===== src/btc_pkg.sv =====
// ----------------------------------------------------------------------------
// btc_pkg
// Shared types, sizes and build-time filter coefficients for the
// Butterworth tone control unit.
// ----------------------------------------------------------------------------
package btc_pkg;

  localparam int CHANNELS    = 2;
  localparam int SECTIONS    = 4;
  localparam int SAMPLE_BITS = 24;
  localparam int SET_BITS    = 17;
  localparam int STATE_BITS  = 40;
  localparam int EXTRA_FRAC  = 4;

  // Serial multiplier operands: a parallel coefficient and a serial operand.
  localparam int COEF_BITS = 34;
  localparam int MUL_BITS  = 44;
  localparam int PROD_BITS = COEF_BITS + MUL_BITS;
  localparam int CNT_W     = $clog2(MUL_BITS);
  localparam int QOUT_BITS = 48;
  localparam int WIDE_BITS = 52;
  localparam int MIX_BITS  = 60;

  localparam int CH_W   = (CHANNELS > 1) ? $clog2(CHANNELS) : 1;
  localparam int SEC_W  = (SECTIONS > 1) ? $clog2(SECTIONS) : 1;
  localparam int ADDR_W = CH_W + SEC_W + 2;
  localparam int DEPTH  = 1 << ADDR_W;

  localparam longint unsigned Q30_ONE    = 64'd1073741824;
  localparam longint unsigned PI_Q30     = 64'd3373259426;
  localparam longint unsigned TAN_LP_Q30 = 64'd314523858;
  localparam longint unsigned TAN_HP_Q30 = 64'd688088445;

  typedef logic signed [COEF_BITS-1:0]  coef_t;
  typedef coef_t                        coef_tab_t [SECTIONS];
  typedef logic signed [STATE_BITS-1:0] state_t;

  // Register indexes of the configuration port.
  typedef enum logic [1:0] {
    REG_GAIN   = 2'd0,
    REG_BASS   = 2'd1,
    REG_TREBLE = 2'd2
  } reg_idx_e;

  // Request to the serial multiplier.
  typedef struct packed {
    logic                        start;
    coef_t                       mcand;
    logic signed [MUL_BITS-1:0]  mplier;
  } mul_req_t;

  // Request to the delay line store.
  typedef struct packed {
    logic              we;
    logic [ADDR_W-1:0] waddr;
    state_t            wdata;
    logic [ADDR_W-1:0] raddr;
    logic              clr;
    logic [CH_W-1:0]   clr_ch;
  } dly_req_t;

  // Q30 product rounded half up.
  function automatic longint unsigned umulq(longint unsigned a, longint unsigned b);
    return (a * b + (Q30_ONE >> 1)) >> 30;
  endfunction

  // Unsigned restoring division, used only while building the coefficients.
  function automatic longint unsigned udiv(longint unsigned n, longint unsigned d);
    longint unsigned q;
    longint unsigned r;
    q = '0;
    r = '0;
    for (int bi = 63; bi >= 0; bi--) begin
      r = {r[62:0], n[bi]};
      if (r >= d) begin
        r     = r - d;
        q[bi] = 1'b1;
      end
    end
    return q;
  endfunction

  // Q30 sine by a Taylor series.
  function automatic longint unsigned sin_q30(longint unsigned x);
    longint unsigned x2;
    longint unsigned term;
    longint unsigned sum;
    x2   = umulq(x, x);
    term = x;
    sum  = x;
    for (int k = 1; k <= 7; k++) begin
      term = udiv(umulq(term, x2), longint'((2 * k) * (2 * k + 1)));
      if (k[0]) begin
        sum = sum - term;
      end else begin
        sum = sum + term;
      end
    end
    return sum;
  endfunction

  // One coefficient column for all sections: sel 0 gives A, 1 gives d1, 2 gives d2.
  function automatic coef_tab_t make_tab(bit low, int sel);
    coef_tab_t       tab;
    longint unsigned a;
    longint unsigned a2;
    longint unsigned theta;
    longint unsigned twoar;
    longint unsigned s;
    longint unsigned num;
    longint          val;
    a = low ? TAN_LP_Q30 : TAN_HP_Q30;
    for (int i = 0; i < SECTIONS; i++) begin
      a2    = umulq(a, a);
      theta = udiv(PI_Q30 * longint'(2 * i + 1) + longint'(2 * SECTIONS),
                   longint'(4 * SECTIONS));
      twoar = umulq(2 * a, sin_q30(theta));
      s     = a2 + twoar + Q30_ONE;
      num   = low ? a2 : Q30_ONE;
      if (sel == 0) begin
        val = longint'(udiv((num << 30) + (s >> 1), s));
      end else if (sel == 1) begin
        val = longint'(udiv(((2 * (Q30_ONE - a2)) << 30) + (s >> 1), s));
      end else begin
        val = -longint'(udiv(((a2 + Q30_ONE - twoar) << 30) + (s >> 1), s));
      end
      tab[i] = COEF_BITS'(val);
    end
    return tab;
  endfunction

  localparam coef_tab_t LP_A  = make_tab(1'b1, 0);
  localparam coef_tab_t LP_D1 = make_tab(1'b1, 1);
  localparam coef_tab_t LP_D2 = make_tab(1'b1, 2);
  localparam coef_tab_t HP_A  = make_tab(1'b0, 0);
  localparam coef_tab_t HP_D1 = make_tab(1'b0, 1);
  localparam coef_tab_t HP_D2 = make_tab(1'b0, 2);

  // Product divided by 2^30, rounded half up.
  function automatic logic signed [QOUT_BITS-1:0] qround(logic signed [PROD_BITS-1:0] p);
    logic signed [PROD_BITS-1:0] t;
    t = p + (PROD_BITS'(1) <<< 29);
    return QOUT_BITS'(t >>> 30);
  endfunction

  // Saturation to the delay line format.
  function automatic state_t sat_state(logic signed [WIDE_BITS-1:0] v);
    logic signed [WIDE_BITS-1:0] hi;
    logic signed [WIDE_BITS-1:0] lo;
    hi = (WIDE_BITS'(1) <<< (STATE_BITS - 1)) - WIDE_BITS'(1);
    lo = -hi - WIDE_BITS'(1);
    if (v > hi) begin
      return STATE_BITS'(hi);
    end else if (v < lo) begin
      return STATE_BITS'(lo);
    end
    return STATE_BITS'(v);
  endfunction

endpackage


===== src/btc_sermul.sv =====
// ----------------------------------------------------------------------------
// btc_sermul
// Serial-parallel signed multiplier: the coefficient stays parallel, the
// other operand is shifted in one bit per cycle, LSB first.
// ----------------------------------------------------------------------------
module btc_sermul (
  input  logic                                      clk_i,
  input  logic                                      rst_ni,
  input  btc_pkg::mul_req_t                         req_i,
  output logic                                      done_o,
  output logic signed [btc_pkg::PROD_BITS-1:0]      prod_o
);

  logic                               busy_q, busy_d;
  logic                               done_q, done_d;
  logic [btc_pkg::CNT_W-1:0]          cnt_q, cnt_d;
  btc_pkg::coef_t                     a_q, a_d;
  logic [btc_pkg::MUL_BITS-1:0]       b_q, b_d;
  logic signed [btc_pkg::COEF_BITS:0] acc_q, acc_d;
  logic [btc_pkg::MUL_BITS-1:0]       lo_q, lo_d;

  logic                               last;
  logic signed [btc_pkg::COEF_BITS:0] aext;
  logic signed [btc_pkg::COEF_BITS:0] addend;
  logic signed [btc_pkg::COEF_BITS:0] sum;
  logic [btc_pkg::COEF_BITS+btc_pkg::MUL_BITS:0] full;

  // The top bit of the serial operand carries negative weight.
  assign last   = (cnt_q == btc_pkg::CNT_W'(btc_pkg::MUL_BITS - 1));
  assign aext   = (btc_pkg::COEF_BITS + 1)'(a_q);
  assign addend = b_q[0] ? (last ? -aext : aext) : '0;
  assign sum    = acc_q + addend;

  // Next state of the shift-add datapath.
  always_comb begin
    busy_d = busy_q;
    done_d = 1'b0;
    cnt_d  = cnt_q;
    a_d    = a_q;
    b_d    = b_q;
    acc_d  = acc_q;
    lo_d   = lo_q;
    if (req_i.start) begin
      busy_d = 1'b1;
      cnt_d  = '0;
      a_d    = req_i.mcand;
      b_d    = req_i.mplier;
      acc_d  = '0;
    end else if (busy_q) begin
      acc_d = sum >>> 1;
      lo_d  = {sum[0], lo_q[btc_pkg::MUL_BITS-1:1]};
      b_d   = b_q >> 1;
      cnt_d = cnt_q + btc_pkg::CNT_W'(1);
      if (last) begin
        busy_d = 1'b0;
        done_d = 1'b1;
      end
    end
  end

  // Control registers.
  always_ff @(posedge clk_i or negedge rst_ni) begin
    if (!rst_ni) begin
      busy_q <= 1'b0;
      done_q <= 1'b0;
      cnt_q  <= '0;
    end else begin
      busy_q <= busy_d;
      done_q <= done_d;
      cnt_q  <= cnt_d;
    end
  end

  // Operand and partial product registers.
  always_ff @(posedge clk_i) begin
    a_q   <= a_d;
    b_q   <= b_d;
    acc_q <= acc_d;
    lo_q  <= lo_d;
  end

  assign full   = {acc_q, lo_q};
  assign done_o = done_q;
  assign prod_o = $signed(full[btc_pkg::PROD_BITS-1:0]);

endmodule


===== src/btc_dly_ram.sv =====
// ----------------------------------------------------------------------------
// btc_dly_ram
// Delay line store for both filters and all channels, with one valid bit
// per entry so that reset and restart read back as zero.
// ----------------------------------------------------------------------------
module btc_dly_ram (
  input  logic              clk_i,
  input  logic              rst_ni,
  input  btc_pkg::dly_req_t req_i,
  output btc_pkg::state_t   rdata_o
);

  btc_pkg::state_t             mem_q [btc_pkg::DEPTH];
  logic [btc_pkg::DEPTH-1:0]   vld_q, vld_d;
  btc_pkg::state_t             rdata_q;
  logic                        rvld_q;

  // Restart clears one channel's entries; a write marks its entry valid.
  always_comb begin
    logic [btc_pkg::ADDR_W-1:0] ea;
    vld_d = vld_q;
    for (int e = 0; e < btc_pkg::DEPTH; e++) begin
      ea = btc_pkg::ADDR_W'(e);
      if (req_i.clr && (ea[btc_pkg::SEC_W+1 +: btc_pkg::CH_W] == req_i.clr_ch)) begin
        vld_d[e] = 1'b0;
      end
    end
    if (req_i.we) begin
      vld_d[req_i.waddr] = 1'b1;
    end
  end

  always_ff @(posedge clk_i or negedge rst_ni) begin
    if (!rst_ni) begin
      vld_q  <= '0;
      rvld_q <= 1'b0;
    end else begin
      vld_q  <= vld_d;
      rvld_q <= vld_q[req_i.raddr];
    end
  end

  // Storage with one write port and a registered read port.
  always_ff @(posedge clk_i) begin
    if (req_i.we) begin
      mem_q[req_i.waddr] <= req_i.wdata;
    end
    rdata_q <= mem_q[req_i.raddr];
  end

  assign rdata_o = rvld_q ? rdata_q : '0;

endmodule


===== src/butterworth_tone_control_unit.sv =====
// ----------------------------------------------------------------------------
// butterworth_tone_control_unit
// Two-channel tone control: 8th-order Butterworth low-pass (4 kHz) and
// high-pass (8 kHz) branches mixed with bass, treble and gain settings.
//
//   channel | direction | handshake               | payload
//   in      | input     | in_valid_i / in_stall_o | channel_index_i, restart_i, sample_in_i
//   out     | output    | out_valid_o/out_stall_i | channel_out_o, sample_out_o
//   config  | input     | psel/penable/pready     | paddr, pwdata, prdata
//
// The beat time is set by the bit-serial multiplier, which forms all 27
// products one after the other.
// A new input beat is taken only when the previous one has left the datapath;
// it may be taken while a result still waits in the output register.
// Reset clears all delay lines at once through per-entry valid bits.
// ----------------------------------------------------------------------------
module butterworth_tone_control_unit (
  input  logic                                  clk_i,
  input  logic                                  rst_ni,
  // Sample input
  input  logic                                  in_valid_i,
  output logic                                  in_stall_o,
  input  logic                                  channel_index_i,
  input  logic                                  restart_i,
  input  logic signed [btc_pkg::SAMPLE_BITS-1:0] sample_in_i,
  // Sample output
  output logic                                  out_valid_o,
  input  logic                                  out_stall_i,
  output logic                                  channel_out_o,
  output logic signed [btc_pkg::SAMPLE_BITS-1:0] sample_out_o,
  // Configuration
  input  logic                                  psel,
  input  logic                                  penable,
  input  logic                                  pwrite,
  input  logic [3:0]                            paddr,
  input  logic [31:0]                           pwdata,
  output logic [31:0]                           prdata,
  output logic                                  pready
);

  typedef enum logic [11:0] {
    S_IDLE = 12'b000000000001,
    S_RD1  = 12'b000000000010,
    S_RD2  = 12'b000000000100,
    S_CAP  = 12'b000000001000,
    S_M1   = 12'b000000010000,
    S_M2   = 12'b000000100000,
    S_WR   = 12'b000001000000,
    S_MA   = 12'b000010000000,
    S_MIXL = 12'b000100000000,
    S_MIXH = 12'b001000000000,
    S_GAIN = 12'b010000000000,
    S_DONE = 12'b100000000000
  } state_e;

  localparam logic [btc_pkg::SET_BITS-1:0] SET_RESET = btc_pkg::SET_BITS'(32768);

  state_e                               state_q, state_d;
  logic                                 filt_q, filt_d;
  logic [btc_pkg::SEC_W-1:0]            sec_q, sec_d;
  logic [btc_pkg::CH_W-1:0]             ch_q, ch_d;
  logic                                 chin_q, chin_d;
  logic signed [btc_pkg::MUL_BITS-1:0]  xs_q, xs_d;
  btc_pkg::state_t                      x_q, x_d;
  btc_pkg::state_t                      w1_q, w1_d;
  btc_pkg::state_t                      w2_q, w2_d;
  btc_pkg::state_t                      w0_q, w0_d;
  btc_pkg::state_t                      lp_q, lp_d;
  btc_pkg::state_t                      hp_q, hp_d;
  logic signed [btc_pkg::QOUT_BITS-1:0] t_q, t_d;
  logic signed [btc_pkg::MIX_BITS-1:0]  mix_q, mix_d;
  logic signed [btc_pkg::SAMPLE_BITS-1:0] res_q, res_d;
  logic                                 out_valid_q, out_valid_d;
  logic                                 out_ch_q, out_ch_d;
  logic signed [btc_pkg::SAMPLE_BITS-1:0] out_smp_q, out_smp_d;
  logic [btc_pkg::SET_BITS-1:0]         gain_q, bass_q, treble_q;

  btc_pkg::mul_req_t                    mul_req;
  logic                                 mul_done;
  logic signed [btc_pkg::PROD_BITS-1:0] prod;
  btc_pkg::dly_req_t                    dly_req;
  btc_pkg::state_t                      rd_data;

  btc_pkg::coef_t                       c_a, c_d1, c_d2;
  logic [btc_pkg::ADDR_W-1:0]           base_addr;
  logic signed [btc_pkg::QOUT_BITS-1:0] rp;
  logic signed [btc_pkg::WIDE_BITS-1:0] w0_sum;
  logic signed [btc_pkg::MUL_BITS-1:0]  tap_sum;
  logic signed [17:0]                   w_bass, w_treble;
  logic signed [btc_pkg::MIX_BITS-1:0]  mix_sum;
  logic signed [btc_pkg::MIX_BITS-1:0]  mix_rnd;
  logic signed [btc_pkg::PROD_BITS-1:0] g_rnd;
  logic signed [btc_pkg::PROD_BITS-1:0] smax;
  logic                                 cfg_wr;
  logic                                 out_take;

  btc_sermul u_mul (
    .clk_i  (clk_i),
    .rst_ni (rst_ni),
    .req_i  (mul_req),
    .done_o (mul_done),
    .prod_o (prod)
  );

  btc_dly_ram u_dly (
    .clk_i   (clk_i),
    .rst_ni  (rst_ni),
    .req_i   (dly_req),
    .rdata_o (rd_data)
  );

  // Configuration port.
  assign pready = 1'b1;
  assign cfg_wr = psel && penable && pwrite;

  always_ff @(posedge clk_i or negedge rst_ni) begin
    if (!rst_ni) begin
      gain_q   <= SET_RESET;
      bass_q   <= SET_RESET;
      treble_q <= SET_RESET;
    end else if (cfg_wr) begin
      case (btc_pkg::reg_idx_e'(paddr[3:2]))
        btc_pkg::REG_GAIN:   gain_q   <= pwdata[btc_pkg::SET_BITS-1:0];
        btc_pkg::REG_BASS:   bass_q   <= pwdata[btc_pkg::SET_BITS-1:0];
        btc_pkg::REG_TREBLE: treble_q <= pwdata[btc_pkg::SET_BITS-1:0];
        default: ;
      endcase
    end
  end

  always_comb begin
    case (btc_pkg::reg_idx_e'(paddr[3:2]))
      btc_pkg::REG_GAIN:   prdata = 32'(gain_q);
      btc_pkg::REG_BASS:   prdata = 32'(bass_q);
      btc_pkg::REG_TREBLE: prdata = 32'(treble_q);
      default:             prdata = '0;
    endcase
  end

  // Coefficients of the current section.
  assign c_a  = filt_q ? btc_pkg::HP_A[sec_q]  : btc_pkg::LP_A[sec_q];
  assign c_d1 = filt_q ? btc_pkg::HP_D1[sec_q] : btc_pkg::LP_D1[sec_q];
  assign c_d2 = filt_q ? btc_pkg::HP_D2[sec_q] : btc_pkg::LP_D2[sec_q];

  assign base_addr = {filt_q, ch_q, sec_q, 1'b0};

  // Section arithmetic around the multiplier.
  assign rp      = btc_pkg::qround(prod);
  assign w0_sum  = btc_pkg::WIDE_BITS'(t_q) + btc_pkg::WIDE_BITS'(rp)
                 + btc_pkg::WIDE_BITS'(x_q);
  assign tap_sum = filt_q
                 ? (btc_pkg::MUL_BITS'(w0_q) - (btc_pkg::MUL_BITS'(w1_q) <<< 1)
                    + btc_pkg::MUL_BITS'(w2_q))
                 : (btc_pkg::MUL_BITS'(w0_q) + (btc_pkg::MUL_BITS'(w1_q) <<< 1)
                    + btc_pkg::MUL_BITS'(w2_q));

  // Mix weights in units of 2^-16, and the rounding steps.
  assign w_bass   = $signed({1'b0, bass_q}) - 18'sd32768;
  assign w_treble = $signed({1'b0, treble_q}) - 18'sd32768;
  assign mix_sum  = mix_q + btc_pkg::MIX_BITS'(prod);
  assign mix_rnd  = (mix_sum + (btc_pkg::MIX_BITS'(1) <<< 15)) >>> 16;
  assign g_rnd    = (prod + (btc_pkg::PROD_BITS'(1) <<< (14 + btc_pkg::EXTRA_FRAC)))
                    >>> (15 + btc_pkg::EXTRA_FRAC);
  assign smax     = (btc_pkg::PROD_BITS'(1) <<< (btc_pkg::SAMPLE_BITS - 1))
                    - btc_pkg::PROD_BITS'(1);

  assign out_take   = out_valid_q && !out_stall_i;
  assign in_stall_o = (state_q != S_IDLE);

  // Sequencer.
  always_comb begin
    state_d     = state_q;
    filt_d      = filt_q;
    sec_d       = sec_q;
    ch_d        = ch_q;
    chin_d      = chin_q;
    xs_d        = xs_q;
    x_d         = x_q;
    w1_d        = w1_q;
    w2_d        = w2_q;
    w0_d        = w0_q;
    lp_d        = lp_q;
    hp_d        = hp_q;
    t_d         = t_q;
    mix_d       = mix_q;
    res_d       = res_q;
    out_valid_d = out_valid_q && !out_take;
    out_ch_d    = out_ch_q;
    out_smp_d   = out_smp_q;
    mul_req     = '0;
    dly_req     = '0;
    dly_req.clr_ch = ch_q;
    case (state_q)
      S_IDLE: begin
        if (in_valid_i) begin
          chin_d = channel_index_i;
          if (32'(channel_index_i) >= btc_pkg::CHANNELS) begin
            ch_d = btc_pkg::CH_W'(btc_pkg::CHANNELS - 1);
          end else begin
            ch_d = btc_pkg::CH_W'(channel_index_i);
          end
          xs_d  = btc_pkg::MUL_BITS'(sample_in_i) <<< btc_pkg::EXTRA_FRAC;
          x_d   = btc_pkg::STATE_BITS'(sample_in_i) <<< btc_pkg::EXTRA_FRAC;
          filt_d = 1'b0;
          sec_d  = '0;
          dly_req.clr    = restart_i;
          dly_req.clr_ch = ch_d;
          state_d = S_RD1;
        end
      end
      S_RD1: begin
        dly_req.raddr = base_addr;
        state_d = S_RD2;
      end
      S_RD2: begin
        w1_d = rd_data;
        dly_req.raddr = base_addr | btc_pkg::ADDR_W'(1);
        state_d = S_CAP;
      end
      S_CAP: begin
        w2_d = rd_data;
        mul_req.start  = 1'b1;
        mul_req.mcand  = c_d1;
        mul_req.mplier = btc_pkg::MUL_BITS'(w1_q);
        state_d = S_M1;
      end
      S_M1: begin
        if (mul_done) begin
          t_d = rp;
          mul_req.start  = 1'b1;
          mul_req.mcand  = c_d2;
          mul_req.mplier = btc_pkg::MUL_BITS'(w2_q);
          state_d = S_M2;
        end
      end
      S_M2: begin
        if (mul_done) begin
          w0_d = btc_pkg::sat_state(w0_sum);
          dly_req.we    = 1'b1;
          dly_req.waddr = base_addr | btc_pkg::ADDR_W'(1);
          dly_req.wdata = w1_q;
          state_d = S_WR;
        end
      end
      S_WR: begin
        dly_req.we    = 1'b1;
        dly_req.waddr = base_addr;
        dly_req.wdata = w0_q;
        mul_req.start  = 1'b1;
        mul_req.mcand  = c_a;
        mul_req.mplier = tap_sum;
        state_d = S_MA;
      end
      S_MA: begin
        if (mul_done) begin
          if (sec_q == btc_pkg::SEC_W'(btc_pkg::SECTIONS - 1)) begin
            sec_d = '0;
            if (!filt_q) begin
              lp_d   = btc_pkg::sat_state(btc_pkg::WIDE_BITS'(rp));
              filt_d = 1'b1;
              x_d    = btc_pkg::STATE_BITS'(xs_q);
              state_d = S_RD1;
            end else begin
              hp_d  = btc_pkg::sat_state(btc_pkg::WIDE_BITS'(rp));
              mix_d = btc_pkg::MIX_BITS'(xs_q) <<< 16;
              mul_req.start  = 1'b1;
              mul_req.mcand  = btc_pkg::COEF_BITS'(w_bass);
              mul_req.mplier = btc_pkg::MUL_BITS'(lp_q);
              state_d = S_MIXL;
            end
          end else begin
            x_d   = btc_pkg::sat_state(btc_pkg::WIDE_BITS'(rp));
            sec_d = sec_q + btc_pkg::SEC_W'(1);
            state_d = S_RD1;
          end
        end
      end
      S_MIXL: begin
        if (mul_done) begin
          mix_d = mix_sum;
          mul_req.start  = 1'b1;
          mul_req.mcand  = btc_pkg::COEF_BITS'(w_treble);
          mul_req.mplier = btc_pkg::MUL_BITS'(hp_q);
          state_d = S_MIXH;
        end
      end
      S_MIXH: begin
        if (mul_done) begin
          mul_req.start  = 1'b1;
          mul_req.mcand  = btc_pkg::COEF_BITS'({1'b0, gain_q});
          mul_req.mplier = btc_pkg::MUL_BITS'(mix_rnd);
          state_d = S_GAIN;
        end
      end
      S_GAIN: begin
        if (mul_done) begin
          if (g_rnd > smax) begin
            res_d = btc_pkg::SAMPLE_BITS'(smax);
          end else if (g_rnd < -smax - btc_pkg::PROD_BITS'(1)) begin
            res_d = btc_pkg::SAMPLE_BITS'(-smax - btc_pkg::PROD_BITS'(1));
          end else begin
            res_d = btc_pkg::SAMPLE_BITS'(g_rnd);
          end
          state_d = S_DONE;
        end
      end
      S_DONE: begin
        if (!out_valid_q || out_take) begin
          out_valid_d = 1'b1;
          out_ch_d    = chin_q;
          out_smp_d   = res_q;
          state_d     = S_IDLE;
        end
      end
      default: state_d = S_IDLE;
    endcase
  end

  // Control registers.
  always_ff @(posedge clk_i or negedge rst_ni) begin
    if (!rst_ni) begin
      state_q     <= S_IDLE;
      filt_q      <= 1'b0;
      sec_q       <= '0;
      ch_q        <= '0;
      out_valid_q <= 1'b0;
    end else begin
      state_q     <= state_d;
      filt_q      <= filt_d;
      sec_q       <= sec_d;
      ch_q        <= ch_d;
      out_valid_q <= out_valid_d;
    end
  end

  // Datapath registers.
  always_ff @(posedge clk_i) begin
    chin_q    <= chin_d;
    xs_q      <= xs_d;
    x_q       <= x_d;
    w1_q      <= w1_d;
    w2_q      <= w2_d;
    w0_q      <= w0_d;
    lp_q      <= lp_d;
    hp_q      <= hp_d;
    t_q       <= t_d;
    mix_q     <= mix_d;
    res_q     <= res_d;
    out_ch_q  <= out_ch_d;
    out_smp_q <= out_smp_d;
  end

  assign out_valid_o   = out_valid_q;
  assign channel_out_o = out_ch_q;
  assign sample_out_o  = out_smp_q;

endmodule


===== config.mk =====
export PLATFORM = sky130hd
export DESIGN_NAME = butterworth_tone_control_unit
export DESIGN_NICKNAME = d
export VERILOG_FILES = /design/src/btc_pkg.sv /design/src/btc_sermul.sv /design/src/btc_dly_ram.sv /design/src/butterworth_tone_control_unit.sv
export SDC_FILE = /design/constraint.sdc
export NUM_CORES = 2
export LEC_CHECK = 0
export ABC_CLOCK_PERIOD_IN_PS = 8050
export BUFFER_PORTS_ARGS = -buffer_cell sky130_fd_sc_hd__buf_2
export CORE_MARGIN = 10
export CORE_UTILIZATION = 40
export CTS_CLUSTER_SIZE = 8
export DETAILED_ROUTE_END_ITERATION = 12
export PLACE_DENSITY = 0.57
export SYNTH_ARGS = -nofsm -noshare
export SYNTH_HDL_FRONTEND = slang
export SYNTH_SLANG_ARGS = --single-unit

===== constraint.sdc =====
create_clock -name clk_i -period 8.05 [get_ports clk_i]
set_input_delay 0 -clock clk_i [delete_from_list [all_inputs] [get_ports clk_i]]
set_output_delay 0 -clock clk_i [all_outputs]
set_load 0.02 [all_outputs]

==> qor.txt <==
run status: completed
share of post-route cells with drive strength above 1: 8.84%
clock latency on the worst-skew pair: 0.95 ns
number of stages on the worst hold path: 4
max-capacitance violation count: 0
area overhead of the layout relative to synthesis: 14.0%
share of synthesized area occupied by flip-flops and latches: 58.9%
via count of the first global-routing pass: 69,386
Inserted Clock Buffers: 303
Detailed Routing Iterations Pass 1: 7
Die H: 520 um
maximum vdd ir drop: 238 uV
via density per instance: 5.81
largest net degree at the start of global routing: 149
setup TNS after final layout: 0 ns
WL per Instance: 25.4 um
Final setup violation count: 0
post-place setup slack: 1.09 ns
reported leakage power: 45.2 nW
synth top area cells: edfxtp_1 55%, nand2_1 5.5%, ha_1 3.0%
register bit total from synthesis: 2,005
Residual DRC: 0
required time of the critical path: 8.65 ns
DRT Wirelength: 315 mm
fin util: 45.8%
headroom to the max-slew limit: 9.72%
die footprint: 0.271 sq mm
post-route worst hold slack: 0.0613 ns
global route overflow: 0
data arrival time of the critical path: 7.62 ns
Reg2Reg Depth: 23
smallest setup slack after layout: 1.02 ns
effective utilization at floorplan: 40.2%
number of max-slew violations in the final report: 0
Hold Violations, Final: 0
global-route total usage across every layer: 22.3%
gpl congestion: 0.900
Die X-Extent: 520 um
number of H-tree branching levels: 5
RSZ-0062 raised after global routing: no
global-route wire length before repair: 463 mm
dominant register cell in the synthesized netlist: edfxtp_1
most frequent cell after synthesis: edfxtp_1
leading post-synthesis cells by instance count: 1,822 x edfxtp_1, 1,455 x nand2_1, 450 x nand3_1
final antenna-violating net count: 0
CP Class: reg -> reg
clock-pin slew on the worst setup and hold paths: 0.05 ns
buffer type at the clock tree root: clkbuf_16
proportion of register bits with asynchronous set or reset after synthesis: 5.44%
area inside the core boundary: 0.249 sq mm
Mapped Avg Cell Area: 11.5 sq um
clock tree buffer depth: 4
part of the cycle the worst path needs: 87.3%
Hold Path Class: in -> reg
kind of end point of the critical path: flip-flop
post-synthesis cell area: 0.100 sq mm
Power Density: 307 mW/mm^2
area share of the largest cell type after synthesis: 54.7%
Total Nets Final: 9,294
cell count after synthesis: 8,717
number of setup buffers added after CTS: 0
highest achievable clock rate: 0.142 GHz
library cell with the largest summed area after synthesis: edfxtp_1
largest driver fanout on the critical path: 39
violation count after the first detailed-route iteration: 7,821
CTS tree: yes
number of antenna violations at the first check in global routing: 17
standard-cell rows: 183
post-cts gate resize count: 0
overall via count from detail_route: 71,859
I/O Buffers: 95
slew at the pin with the worst max-slew slack: 1.35 ns
Worst Skew: 0.0879 ns
filler cell count: 22,655
worst reg2reg setup slack: 1.02 ns
minimum period implied by the final worst setup slack: 7.03 ns
total chip power: 0.0350 W
synthesis warning total: 0
Worst Setup Start Kind: flip-flop
Post-synth EDFFs: 1,822
Boundary Pins: 129
CTS Sinks: 2,005
count of distinct cell types in the synthesized netlist: 110
hpwl dp: 193 mm
==> state kept, by name, summed over array words and instances (netlist names), 24 cells and up <==
name and flops:
u_dly.mem_q 1280, mix_q 60, t_q 48, u_mul.b_q 44, u_mul.lo_q 44, hp_q 40, lp_q 40, u_dly.rdata_q 40
w0_q 40, w1_q 40, w2_q 40, x_q 40, u_mul.acc_q 34, u_dly.vld_q 32, u_mul.a_q 32, res_q 24
sample_out_o 24, xs_q 24
==> kinds of logic after synthesis <==
kind of cell    count (synthesis)  synth area share, %
simple gates                 2981                 13.7
xor+xnor                      336                 2.96
mux                           288                 2.95
fa+ha+maj                     370                 5.62
compound gates               1814                 12.3
flops                        2005                 58.9
buf+inv                       921                 3.55
other cells                     2              0.00751
==> timing repair <==
item	4_1_cts	5_1_grt
hold buffers	98	0
hold endpoints to repair	295	0
endpoints found under the setup margin	0	0
==> critical path: stages, from the launching register on <==
cell and delay [ns]:
edfxtp_1 0.48, ha_1 0.26, nand3_1 0.24, nor4_2 0.38, buf_4 0.19, and2_1 0.27, nand3_2 0.22, or3_1 0.49
xnor2_1 0.40, fa_1 0.50, ha_1 0.40, a21o_1 0.20, a21o_1 0.16, a21o_1 0.18, a21o_1 0.18, a21o_1 0.17
a21o_1 0.18, a221oi_2 0.43, o21bai_1 0.16, xnor2_1 0.21, nand2_1 0.13, o41ai_4 0.35, buf_4 0.36, o21ai_0 0.18
==> per-stage QoR <==
step	std cells	cell area (sq um)
after global routing	12357	114000
after CTS	12356	114000
after detailed placement	11782	105000
after floorplan	8731	100000
after global placement	11782	105000
final	12361	114000
==> placed cells by master (no fill, tap or decap), drive strengths merged, types with 220 or more instances in the layout <==
master / instances
inv: 401
clkbuf: 463
edfxtp: 1822
nor2: 343
a21oi: 359
nand3: 452
buf: 245
and3: 220
ha: 238
mux2i: 234
nand2: 1455
o21ai: 353
a211oi: 242
==> layout make-up <==
class	count	area [sq um]	share of cell area, %
Timing Repair Buffer	342	2700	2.37
Tap cell	3330	4170	3.65
Clock buffer	463	8350	7.33
Clock inverter	13	146	0.128
Sequential cell	2005	58900	51.7
Inverter	398	1510	1.32
Multi-Input combinational cell	5805	38200	33.5
Antenna cell	5	12.5	0.0110
==> power breakdown <==
part | total (W) | switching [W] | internal [W] | leakage, nW
Sequential | 0.0129 | 0.000672 | 0.0122 | 21.8
Combinational | 0.0105 | 0.00681 | 0.00372 | 19.2
Clock | 0.0115 | 0.00447 | 0.00704 | 4.09
==> worst paths after layout <==
kind,from,to
max in group asynchronous,rst_ni,filt_q$_DFFE_PN0P_
worst max register to register,u_mul.lo_q[29]$_DFFE_PP_,w0_q[12]$_DFFE_PP_
worst min-delay path,sample_in_i[2],x_q[6]$_DFFE_PP_
worst max-delay path,u_mul.lo_q[29]$_DFFE_PP_,w0_q[12]$_DFFE_PP_
min in group asynchronous,rst_ni,u_dly.vld_q[31]$_DFF_PN0_
worst min register to register,res_q[8]$_SDFFCE_PN1P_,sample_out_o[8]$_DFFE_PP_
==> metal layers <==
layer / GRT usage, % / routed length [um] / up-vias
li1: - / - / 32351
met1: 31.8 / 139000 / 36089
met2: 35.3 / 144000 / 2856
met3: 3.02 / 21700 / 557
met4: 7.05 / 10300 / 6
met5: 0 / 48 / -
(Power assumes the default switching activity.)
